[config.mk]
export PLATFORM = sky130hd
export DESIGN_NAME = rational_arithmetic_unit
export DESIGN_NICKNAME = d
export VERILOG_FILES = /design/src/hw/rtl/rau_pkg.sv /design/src/hw/rtl/rau_div.sv /design/src/hw/rtl/rational_arithmetic_unit.sv
export SDC_FILE = /design/constraint.sdc
export NUM_CORES = 2
export LEC_CHECK = 0
export BUFFER_PORTS_ARGS = -buffer_cell sky130_fd_sc_hd__buf_2
export CAP_MARGIN = 20
export CORE_ASPECT_RATIO = 0.5
export CORE_MARGIN = 2
export CORE_UTILIZATION = 45
export CTS_CLUSTER_DIAMETER = 50
export DETAILED_ROUTE_END_ITERATION = 10
export PLACE_DENSITY_LB_ADDON = 0.2
export SETUP_SLACK_MARGIN = 0.05
export SLEW_MARGIN = 40
export SYNTH_ARGS = -nofsm -noshare
export SYNTH_HDL_FRONTEND = slang
export SYNTH_SLANG_ARGS = --single-unit
[constraint.sdc]
create_clock -name clk -period 12.45 [get_ports clk]
set_clock_uncertainty 0.2 [all_clocks]
set_input_delay 1.245 -clock clk [delete_from_list [all_inputs] [get_ports clk]]
set_output_delay 1.245 -clock clk [all_outputs]
set_load 0.01 [all_outputs]
[src/hw/rtl/rau_pkg.sv]
// shared constants, codes and widths for the rational arithmetic unit
`default_nettype none

package rau_pkg;

	// operand field width, magnitudes fit in W bits, products in W2 bits
	localparam int W     = 32;
	localparam int W2    = 2 * W;
	localparam int CNT_W = $clog2(W2);

	// external field widths
	localparam int FIELD_W = 32;
	localparam int DEN_W   = 31;

	// 2^(W-1) at product width, bound for the reduced result
	localparam logic [W2-1:0] LIM = W2'(1) << (W - 1);

	// commands
	localparam logic [1:0] CMD_ADD = 2'd0;
	localparam logic [1:0] CMD_SUB = 2'd1;
	localparam logic [1:0] CMD_MUL = 2'd2;
	localparam logic [1:0] CMD_DIV = 2'd3;

	// status codes
	localparam logic [1:0] ST_OK       = 2'd0;
	localparam logic [1:0] ST_ZERO_DEN = 2'd1;
	localparam logic [1:0] ST_DIV_ZERO = 2'd2;
	localparam logic [1:0] ST_OVERFLOW = 2'd3;

	typedef logic [W-1:0]  mag_t;
	typedef logic [W2-1:0] wide_t;

endpackage

`default_nettype wire

[src/hw/rtl/rau_div.sv]
// bit-serial restoring divider giving quotient and remainder at double width
`default_nettype none

module rau_div (
	input  wire logic           clk,
	input  wire logic           arst_n,
	input  wire logic           start,
	input  wire rau_pkg::wide_t dividend,
	input  wire rau_pkg::wide_t divisor,
	output logic                done,
	output rau_pkg::wide_t      quo,
	output rau_pkg::wide_t      rem
);

	logic                      busy_q;
	logic                      done_q;
	logic [rau_pkg::CNT_W-1:0] cnt_q;
	rau_pkg::wide_t            rem_q;
	rau_pkg::wide_t            quo_q;
	rau_pkg::wide_t            dvs_q;

	logic [rau_pkg::W2:0] rem_sh;
	logic [rau_pkg::W2:0] rem_sub;
	logic                 ge;

	// shift in the next dividend bit, then trial subtract
	assign rem_sh  = {rem_q, quo_q[rau_pkg::W2-1]};
	assign rem_sub = rem_sh - {1'b0, dvs_q};
	assign ge      = rem_sh >= {1'b0, dvs_q};

	always_ff @(posedge clk or negedge arst_n) begin
		if (!arst_n) begin
			busy_q <= 1'b0;
			done_q <= 1'b0;
			cnt_q  <= '0;
		end else if (start) begin
			busy_q <= 1'b1;
			done_q <= 1'b0;
			cnt_q  <= rau_pkg::CNT_W'(rau_pkg::W2 - 1);
		end else if (busy_q) begin
			cnt_q <= cnt_q - 1'b1;
			if (cnt_q == '0) begin
				busy_q <= 1'b0;
				done_q <= 1'b1;
			end
		end else begin
			done_q <= 1'b0;
		end
	end

	always_ff @(posedge clk) begin
		if (start) begin
			rem_q <= '0;
			quo_q <= dividend;
			dvs_q <= divisor;
		end else if (busy_q) begin
			rem_q <= ge ? rau_pkg::W2'(rem_sub) : rau_pkg::W2'(rem_sh);
			quo_q <= {quo_q[rau_pkg::W2-2:0], ge};
		end
	end

	assign done = done_q;
	assign quo  = quo_q;
	assign rem  = rem_q;

endmodule

`default_nettype wire

[src/hw/rtl/rational_arithmetic_unit.sv]
// top level: signed fraction add, subtract, multiply, divide with gcd reduction
`default_nettype none

// Takes one request of two signed fractions and a command, and returns one
// result in lowest terms with a positive denominator and the sign on the
// numerator. A zero denominator on either side gives status 1, a divide by
// a zero fraction gives status 2, and a reduced result that does not fit the
// field width gives status 3; on any error both result fields are zero. One
// request is worked at a time: in_stall is high from acceptance until the
// result is handed to the output register, which can still hold the previous
// result while the next request is taken. All remainders of Euclid's loop
// and the two final quotients go through one bit-serial divider of 64-bit
// width. The three cross products share one multiplier, one product a cycle.
// Requests that fail the zero checks skip the multiplier and the divider.

module rational_arithmetic_unit (
	input  wire logic        clk,
	input  wire logic        arst_n,
	// request channel
	input  wire logic        in_valid,
	output logic             in_stall,
	input  wire logic [1:0]  command,
	input  wire logic signed [31:0] left_num,
	input  wire logic signed [31:0] left_den,
	input  wire logic signed [31:0] right_num,
	input  wire logic signed [31:0] right_den,
	// result channel
	output logic             out_valid,
	input  wire logic        out_stall,
	output logic signed [31:0] result_num,
	output logic [30:0]      result_den,
	output logic [1:0]       status
);

	// sequencer states
	localparam logic [3:0] S_IDLE  = 4'd0;
	localparam logic [3:0] S_MUL   = 4'd1;
	localparam logic [3:0] S_SUM   = 4'd2;
	localparam logic [3:0] S_GCD   = 4'd3;
	localparam logic [3:0] S_GCD_W = 4'd4;
	localparam logic [3:0] S_QN    = 4'd5;
	localparam logic [3:0] S_QN_W  = 4'd6;
	localparam logic [3:0] S_QD    = 4'd7;
	localparam logic [3:0] S_QD_W  = 4'd8;
	localparam logic [3:0] S_CHK   = 4'd9;
	localparam logic [3:0] S_DONE  = 4'd10;

	logic [3:0] state_q;
	logic [1:0] step_q;

	// operand magnitudes and folded signs
	logic [1:0]       cmd_q;
	rau_pkg::mag_t    ln_q, ld_q, rn_q, rd_q;
	logic             s1_q, s2_q;

	// cross products and working values
	rau_pkg::wide_t   p1_q, p2_q;
	rau_pkg::wide_t   num_q, den_q;
	rau_pkg::wide_t   a_q, b_q;
	logic             sign_q;

	// finished result waiting for the output register
	logic signed [31:0] res_num_q;
	logic [30:0]        res_den_q;
	logic [1:0]         res_st_q;

	// output register
	logic               out_valid_q;
	logic signed [31:0] result_num_q;
	logic [30:0]        result_den_q;
	logic [1:0]         status_q;

	// input split into sign and magnitude over the low W bits
	logic [rau_pkg::W-1:0] ln_raw, ld_raw, rn_raw, rd_raw;
	rau_pkg::mag_t         ln_mag, ld_mag, rn_mag, rd_mag;
	logic                  in_take;

	assign ln_raw = left_num[rau_pkg::W-1:0];
	assign ld_raw = left_den[rau_pkg::W-1:0];
	assign rn_raw = right_num[rau_pkg::W-1:0];
	assign rd_raw = right_den[rau_pkg::W-1:0];
	assign ln_mag = ln_raw[rau_pkg::W-1] ? (~ln_raw + 1'b1) : ln_raw;
	assign ld_mag = ld_raw[rau_pkg::W-1] ? (~ld_raw + 1'b1) : ld_raw;
	assign rn_mag = rn_raw[rau_pkg::W-1] ? (~rn_raw + 1'b1) : rn_raw;
	assign rd_mag = rd_raw[rau_pkg::W-1] ? (~rd_raw + 1'b1) : rd_raw;

	assign in_stall = (state_q != S_IDLE);
	assign in_take  = in_valid && !in_stall;

	// shared multiplier, operands picked by the product step
	rau_pkg::mag_t  mul_a, mul_b;
	rau_pkg::wide_t prod;

	always_comb begin
		unique case (step_q)
			2'd0: begin
				mul_a = ln_q;
				mul_b = (cmd_q == rau_pkg::CMD_MUL) ? rn_q : rd_q;
			end
			2'd1: begin
				mul_a = rn_q;
				mul_b = ld_q;
			end
			default: begin
				mul_a = ld_q;
				mul_b = rd_q;
			end
		endcase
	end

	assign prod = rau_pkg::W2'(mul_a) * rau_pkg::W2'(mul_b);

	// signed-magnitude combine of the numerator products
	rau_pkg::wide_t num_nx;
	logic           sign_nx;
	logic           sb;

	always_comb begin
		sb = (cmd_q == rau_pkg::CMD_SUB) ? !s2_q : s2_q;
		if (cmd_q == rau_pkg::CMD_ADD || cmd_q == rau_pkg::CMD_SUB) begin
			if (s1_q == sb) begin
				num_nx  = p1_q + p2_q;
				sign_nx = s1_q;
			end else if (p1_q >= p2_q) begin
				num_nx  = p1_q - p2_q;
				sign_nx = s1_q;
			end else begin
				num_nx  = p2_q - p1_q;
				sign_nx = sb;
			end
		end else begin
			num_nx  = p1_q;
			sign_nx = s1_q != s2_q;
		end
	end

	// shared divider: euclid remainders, then num/g and den/g
	logic           div_start;
	rau_pkg::wide_t div_dividend;
	logic           div_done;
	rau_pkg::wide_t div_quo, div_rem;

	assign div_start = (state_q == S_GCD) || (state_q == S_QN) || (state_q == S_QD);

	always_comb begin
		unique case (state_q)
			S_GCD:   div_dividend = a_q;
			S_QN:    div_dividend = num_q;
			default: div_dividend = den_q;
		endcase
	end

	rau_div u_div (
		.clk      (clk),
		.arst_n   (arst_n),
		.start    (div_start),
		.dividend (div_dividend),
		.divisor  (b_q),
		.done     (div_done),
		.quo      (div_quo),
		.rem      (div_rem)
	);

	// range check on the reduced result and signed numerator
	logic                  ovf;
	logic [31:0]           num_mag32;

	assign ovf = (den_q > rau_pkg::LIM - 1'b1)
		|| (num_q > (sign_q ? rau_pkg::LIM : rau_pkg::LIM - 1'b1));
	assign num_mag32 = 32'(num_q[rau_pkg::W-1:0]);

	// output register is free when empty or being taken this cycle
	logic out_free;
	logic out_load;

	assign out_free = !out_valid_q || !out_stall;
	assign out_load = (state_q == S_DONE) && out_free;

	// sequencer
	always_ff @(posedge clk or negedge arst_n) begin
		if (!arst_n) begin
			state_q <= S_IDLE;
			step_q  <= '0;
		end else begin
			unique case (state_q)
				S_IDLE: begin
					if (in_take) begin
						step_q <= '0;
						if (ld_mag == '0 || rd_mag == '0 ||
						    (command == rau_pkg::CMD_DIV && rn_mag == '0))
							state_q <= S_DONE;
						else
							state_q <= S_MUL;
					end
				end
				S_MUL: begin
					step_q <= step_q + 1'b1;
					if (step_q == 2'd2)
						state_q <= S_SUM;
				end
				S_SUM: begin
					state_q <= (num_nx == '0) ? S_DONE : S_GCD;
				end
				S_GCD:   state_q <= S_GCD_W;
				S_GCD_W: begin
					if (div_done)
						state_q <= (div_rem == '0) ? S_QN : S_GCD;
				end
				S_QN:    state_q <= S_QN_W;
				S_QN_W:  if (div_done) state_q <= S_QD;
				S_QD:    state_q <= S_QD_W;
				S_QD_W:  if (div_done) state_q <= S_CHK;
				S_CHK:   state_q <= S_DONE;
				S_DONE:  if (out_free) state_q <= S_IDLE;
				default: state_q <= S_IDLE;
			endcase
		end
	end

	// datapath registers
	always_ff @(posedge clk) begin
		unique case (state_q)
			S_IDLE: begin
				if (in_take) begin
					cmd_q <= command;
					ln_q  <= ln_mag;
					ld_q  <= ld_mag;
					rn_q  <= rn_mag;
					rd_q  <= rd_mag;
					// zero numerator folds to a positive sign
					s1_q  <= (ln_raw[rau_pkg::W-1] != ld_raw[rau_pkg::W-1]) && (ln_mag != '0);
					s2_q  <= (rn_raw[rau_pkg::W-1] != rd_raw[rau_pkg::W-1]) && (rn_mag != '0);
					res_num_q <= '0;
					res_den_q <= '0;
					if (ld_mag == '0 || rd_mag == '0)
						res_st_q <= rau_pkg::ST_ZERO_DEN;
					else
						res_st_q <= rau_pkg::ST_DIV_ZERO;
				end
			end
			S_MUL: begin
				unique case (step_q)
					2'd0:    p1_q <= prod;
					2'd1:    p2_q <= prod;
					default: den_q <= (cmd_q == rau_pkg::CMD_DIV) ? p2_q : prod;
				endcase
			end
			S_SUM: begin
				num_q  <= num_nx;
				sign_q <= sign_nx;
				a_q    <= num_nx;
				b_q    <= den_q;
				// zero numerator gives 0/1
				res_num_q <= '0;
				res_den_q <= 31'd1;
				res_st_q  <= rau_pkg::ST_OK;
			end
			S_GCD_W: begin
				// on a zero remainder b_q holds the gcd
				if (div_done && div_rem != '0) begin
					a_q <= b_q;
					b_q <= div_rem;
				end
			end
			S_QN_W: if (div_done) num_q <= div_quo;
			S_QD_W: if (div_done) den_q <= div_quo;
			S_CHK: begin
				if (ovf) begin
					res_num_q <= '0;
					res_den_q <= '0;
					res_st_q  <= rau_pkg::ST_OVERFLOW;
				end else begin
					res_num_q <= sign_q ? -num_mag32 : num_mag32;
					res_den_q <= 31'(den_q[rau_pkg::W-1:0]);
					res_st_q  <= rau_pkg::ST_OK;
				end
			end
			default: begin
			end
		endcase
	end

	// output register
	always_ff @(posedge clk or negedge arst_n) begin
		if (!arst_n) begin
			out_valid_q <= 1'b0;
		end else if (out_load) begin
			out_valid_q <= 1'b1;
		end else if (!out_stall) begin
			out_valid_q <= 1'b0;
		end
	end

	always_ff @(posedge clk) begin
		if (out_load) begin
			result_num_q <= res_num_q;
			result_den_q <= res_den_q;
			status_q     <= res_st_q;
		end
	end

	assign out_valid  = out_valid_q;
	assign result_num = result_num_q;
	assign result_den = result_den_q;
	assign status     = status_q;

endmodule

`default_nettype wire
Word level (Yosys, flattened, before mapping)
Index checks and enable logic that the tools add are counted.

word-level totals
  register bits = 854
  bits of input ports = 134
  output and inout port bits = 67
  word-level logic and storage cells = 186

cells by class
  add/sub/neg operators = 11
  multiply operators = 1
  $lt $le $gt $ge = 4
  equality and inequality tests = 30
  multiplexer cells = 61
  bitwise logic cells = 4
  reductions and logical operators = 46

operators by type and width
  operator               count
  $mux 64                11
  $pmux 64 s2            5
  $mux 32                9
  $sub 64x64->64         3
  $add 32x1->32 const B  4
  $logic_not 64->1       2
  $not 32->32            4
  $pmux 32 s2            2
  $logic_not 32->1       3
  $pmux 32 s3            1
  $pmux 31 s3            1
  $ge 65x64->1           1
  $add 64x64->64         1
  $ge 64x64->1           1
  $gt 64x31->1 const B   1
  $gt 64x32->1           1
  $mul 32x32->64         1
  $reduce_bool 32->1     2
  $reduce_bool 64->1     1
  $mux 31                2
  $pmux 4 s11            1
  $mux 4                 8
  $neg 32->32            1
  $eq 4x3->1 const B     4
  31 further kinds       87

Logic depth before layout (Yosys ltp)
  depth after elaboration = 9
  gate-level depth with buffers = 43
  mapped depth without buffers = 38

Hierarchy
Synthesis repeated with hierarchy kept, for this count alone.

second synthesis, totals
  cells, all modules = 9,719
  area, all modules = 88,602.5 µm²

modules (own cells, without submodules)
  module                    times used  cells each  area each (µm²)  sequential area each (µm²)
  rational_arithmetic_unit  1           8,444       76,156.8         19,603.8
  rau_div                   1           1,275       12,445.7         5,325.1

Least setup slack after synthesis
No wires, ideal clock.

  path kind = register to register
  from = register cmd_q[1]
  to = register den_q[63] (data pin)
  library setup time = 266 ps
  arrival = 9,714 ps
  required time = 11,984 ps
  path slack = 2,270 ps
  stages on the path, launching flop included = 37
  buffers on the path = 4
  period minus slack after synthesis = 10,180 ps
  cell sequence = edfxtp_1 > inv_1 > clkbuf_1 > clkbuf_1 > nor2_1 > clkbuf_1 > nand2_1 > a21boi_0 > a221oi_1 > clkbuf_1 > nor2_1 > fa_1 > inv_1 > fa_1 > fa_1 > fa_1 > inv_1 > fa_1 > fa_1 > fa_1 > fa_1 > ha_1 > a21o_1 > a21o_1 > a21oi_1 > or4b_1 > o21ai_0 > a21oi_1 > a31oi_1 > o21ai_1 > a221oi_1 > o31a_1 > o21ai_1 > a21oi_1 > xnor2_1 > nor2_1 > o22ai_1

on the way
  word-level cells in the longest chain between the ends = 7
  elaborated cells between the ends (all ways) = 8
  classes of those cells = mul: 1; eq/ne: 2; mux: 5

RTL lines
  item                      RTL line                         RTL
  start: declaration        rational_arithmetic_unit.sv:52   logic [1:0] cmd_q;
  start signal: assignment  rational_arithmetic_unit.sv:225  cmd_q <= command;
  $eq 2x2->1                rational_arithmetic_unit.sv:98   mul_b = (cmd_q == rau_pkg::CMD_MUL) ? rn_q : rd_q;
  $mux 32                   rational_arithmetic_unit.sv:98
  $pmux 32 s2               rational_arithmetic_unit.sv:95   unique case (step_q)
  $mul 32x32->64            rational_arithmetic_unit.sv:111  assign prod = rau_pkg::W2'(mul_a) * rau_pkg::W2'(mul_b);
  net prod[63]              rational_arithmetic_unit.sv:92   rau_pkg::wide_t prod;
  $mux 64                   rational_arithmetic_unit.sv:245  default: den_q <= (cmd_q == rau_pkg::CMD_DIV) ? p2_q : prod;
  $mux 64                   rational_arithmetic_unit.sv:242  unique case (step_q)
  $pmux 64 s2               rational_arithmetic_unit.sv:222  unique case (state_q)
  end signal: assignment    rational_arithmetic_unit.sv:245
  end signal: assignment    rational_arithmetic_unit.sv:266  S_QD_W: if (div_done) den_q <= div_quo;
  end: declaration          rational_arithmetic_unit.sv:58   rau_pkg::wide_t num_q, den_q;

The timed path passes the listed nets, and every way through them passes these cells. The select of a mux whose other input is x is not followed.
A chain may end at the register's enable or synchronous reset.

Worst setup path after layout
  from = register step_q[1]
  to = register den_q[60] (data pin)

on the way
  word-level cells in the longest chain between the ends = 6
  elaborated cells between the ends (all ways) = 8
  classes of those cells = mul: 1; eq/ne: 1; mux: 5; reduce/logical: 1

RTL lines
  item                                                  RTL line                         RTL
  start: declaration                                    rational_arithmetic_unit.sv:49   logic [1:0] step_q;
  start signal: assignment                              rational_arithmetic_unit.sv:197  step_q <= step_q + 1'b1;
  $eq 2x1->1 / $logic_not 2->1 (equally long branches)  rational_arithmetic_unit.sv:95
  $pmux 32 s2                                           rational_arithmetic_unit.sv:95
  $mul 32x32->64 (*)                                    rational_arithmetic_unit.sv:111
  net prod[60]                                          rational_arithmetic_unit.sv:92
  $mux 64 (*)                                           rational_arithmetic_unit.sv:245
  $mux 64 (*)                                           rational_arithmetic_unit.sv:242
  $pmux 64 s2 (*)                                       rational_arithmetic_unit.sv:222

The timed path passes the listed nets; every way through them passes the cells marked *. The select of a mux whose other input is x is not followed.

==> results.json <==
{
  "cts.path.max_buffers": 3,
  "drive_above_1_share": 0.0730,
  "holdPathEnd": "result_num[31]$_DFFE_PP_",
  "post_drt_via_cell_ratio": 6.09,
  "wl_per_cell_um": 28.3,
  "stdcell_area_um2": 94400,
  "rows": 113,
  "final_cell_mix": "nor2_1 (1190), nand2_1 (1189), inv_1 (1155), fa_1 (900), edfxtp_1 (775)",
  "grt-ovfl-total": 0,
  "finalSetupViolations": 0,
  "ys_seq_area_frac": 0.287,
  "yosys.cell_types.count": 96,
  "worstSetupEndpointType": "flop",
  "cp.arrival_ps": 12110,
  "start_util": 0.455,
  "grt_pass1_vias": 72400,
  "r2r_slack_ps": 720,
  "hold_violations": 0,
  "cts_max_level": 3,
  "yosys_most_used_dff": "edfxtp_1",
  "seq_area_um2": 24900,
  "drv_slew": 0,
  "crit_path_frequent_cell": "fa_1",
  "antenna_left": 0,
  "tns_ps": 0,
  "dr.pass1.iters": 8,
  "tightest_slew_ps": 1010,
  "clk_latency_ps": 760,
  "design.core.area_um2": 191000,
  "synth_cells": 9619,
  "place.gp.congestion": 1.07,
  "grt_pass1_wl_um": 499000,
  "synth.top_cell.area_share": 0.268,
  "fin_crit_ps": 11730,
  "vias": 74400,
  "post_cts_buffers": 0,
  "grt_max_degree": 108,
  "io_pins": 201,
  "drt_wl_total_um": 346000,
  "status": "finished, final reports clean",
  "clk_pin_slew_ps": 70,
  "critical-path-max-stage-delay_ps": 800,
  "syn_nets": 11200,
  "hold_buffers": 0,
  "clock_sinks": 854,
  "synth_edf_count": 775,
  "gr-usage-all-layers": 0.348,
  "netlist_area_um2": 86800,
  "drc": 0,
  "fillerInstances": 18100,
  "die_h_um": 315,
  "fp.dieW_um": 625,
  "numCtsBuffers": 86,
  "crit_fanout": 48,
  "hpwl_um": 275000,
  "cts_resized": 0,
  "fin_crit_sh": 0.942,
  "clock.fmax_mhz": 85.3,
  "whs_path_depth": 0,
  "cts_tree": "built",
  "die_area_um2": 197000,
  "start_kind": "flop",
  "synth_top_cells_by_area": "edfxtp_1 (27%), fa_1 (21%), ha_1 (8.1%), nor2_1 (5.2%), nand2_1 (5.2%)",
  "critPathSlowestCell": "a221o_1",
  "syn_area_per_cell_um2": 9.03,
  "drt_iter0_drc": 9131,
  "relSlewSlack": 0.318,
  "ys_seq_elements": 854,
  "criticalPathCategory": "flop to flop",
  "required_ps": 12830,
  "r2r_end": "den_q[60]$_DFFE_PP_",
  "drv_cap": 0,
  "min_from": "res_num_q[31]$_SDFFCE_PP0P_",
  "io_buffer_count": 200,
  "r2r-start": "step_q[1]$_DFFE_PN0P_",
  "multi_input_area_um2": 56200,
  "syn_to_final_growth_pct": 8.76,
  "startpoint": "step_q[1]$_DFFE_PN0P_",
  "async_reset_ff_frac": 0.0176,
  "root_buffer": "clkbuf_16",
  "antenna_found_initial": 17,
  "layout_commonest_cell": "nor2_1",
  "dpl_cell_area_um2": 91300,
  "holdWs_ps": 209,
  "rsz0062_at_grt": "false",
  "synth_area_leader_cell": "edfxtp_1",
  "hold_class": "flop to flop",
  "yosysWarnings": 0,
  "reg2reg_depth": 35,
  "final_nets": 11200
}
==> how the worst max path moves through the flow <==
stage	endpoint	slack, ps
3_5_place_dp	den_q[60]$_DFFE_PP_	940
4_1_cts	den_q[60]$_DFFE_PP_	930
5_1_grt	den_q[60]$_DFFE_PP_	110
2_1_floorplan	den_q[63]$_DFFE_PP_	2270
3_3_place_gp	den_q[60]$_DFFE_PP_	960
6_report	den_q[60]$_DFFE_PP_	720
==> cell type report <==
class | instances | share of cell area
diodes | 15 | 0.000398
multi-input cells | 7091 | 0.595
inverters | 1158 | 0.0461
clock inverters | 67 | 0.00857
repair buffers | 409 | 0.0288
flip-flops and latches | 854 | 0.264
well taps | 2530 | 0.0335
clock buffers | 93 | 0.0231
==> cells in the mapped netlist, drive strengths merged, types with 56 or more instances <==
master and count:
nand4 87, o21a 67, nand2b 80, a21oi 585, clkbuf 462, o31ai 87
xnor2 237, nor2b 87, dfxtp 64, a22oi 70, nand2 1193, nor2 1197
a21o 131, a211oi 59, o21ai 468, fa 900, nor4 100, nor3 107
ha 560, edfxtp 775, o21bai 56, xor2 95, nand3 92, a31oi 112
and2 69, inv 1158
==> logic make-up after synthesis <==
group,after synthesis,share of synthesized area
AO/OA/AOI/OAI,2046,0.151
adder cells (fa/ha/maj),1460,0.288
AND/OR/NAND/NOR,3197,0.161
multiplexers,56,0.00654
buffers and inverters,1674,0.0728
flip-flops,854,0.287
XOR/XNOR,332,0.0335
==> metrics by stage <==
| stage | cells | utilization | setup WS (ps) |
|---|---|---|---|
| floorplan | 9619 | - | 2270 |
| detailed placement | 12000 | 0.479 | 937 |
| global route | 12200 | 0.495 | 113 |
| finish | 12200 | 0.495 | 723 |
| global placement | 12000 | 0.477 | 958 |
| CTS | 12200 | 0.495 | 927 |
==> state kept, by name, summed over array words and instances, names as in the netlist, 4 cells and up <==
name         cells
ln_q            32
num_q           64
b_q             64
result_den      31
res_den_q       31
ld_q            32
rn_q            32
res_num_q       32
state_q          4
u_div.cnt_q      6
u_div.quo       64
p1_q            64
result_num      32
den_q           64
u_div.rem       64
p2_q            64
a_q             64
rd_q            32
u_div.dvs_q     64
==> layer usage <==
layer	vias up	part of all wire	global-route usage
li1	32500	-	-
met1	36900	0.41	0.473
met2	4143	0.41	0.502
met3	770	0.12	0.107
met4	16	0.059	0.175
met5	-	0.00032	0
==> critical path, delay by kind of cell (launching register included) <==
kind,cells,cell delay [ps]
buffers and inverters,8,1460
xor gates and xnor gates,1,700
adders and majority gates,10,4630
AOI/OAI and AO/OA,10,3050
DFF,1,380
and+or+nand+nor,6,1130
Power is not shown: default switching activity piles up to over one toggle a cycle in this logic, so the estimate is an artifact.
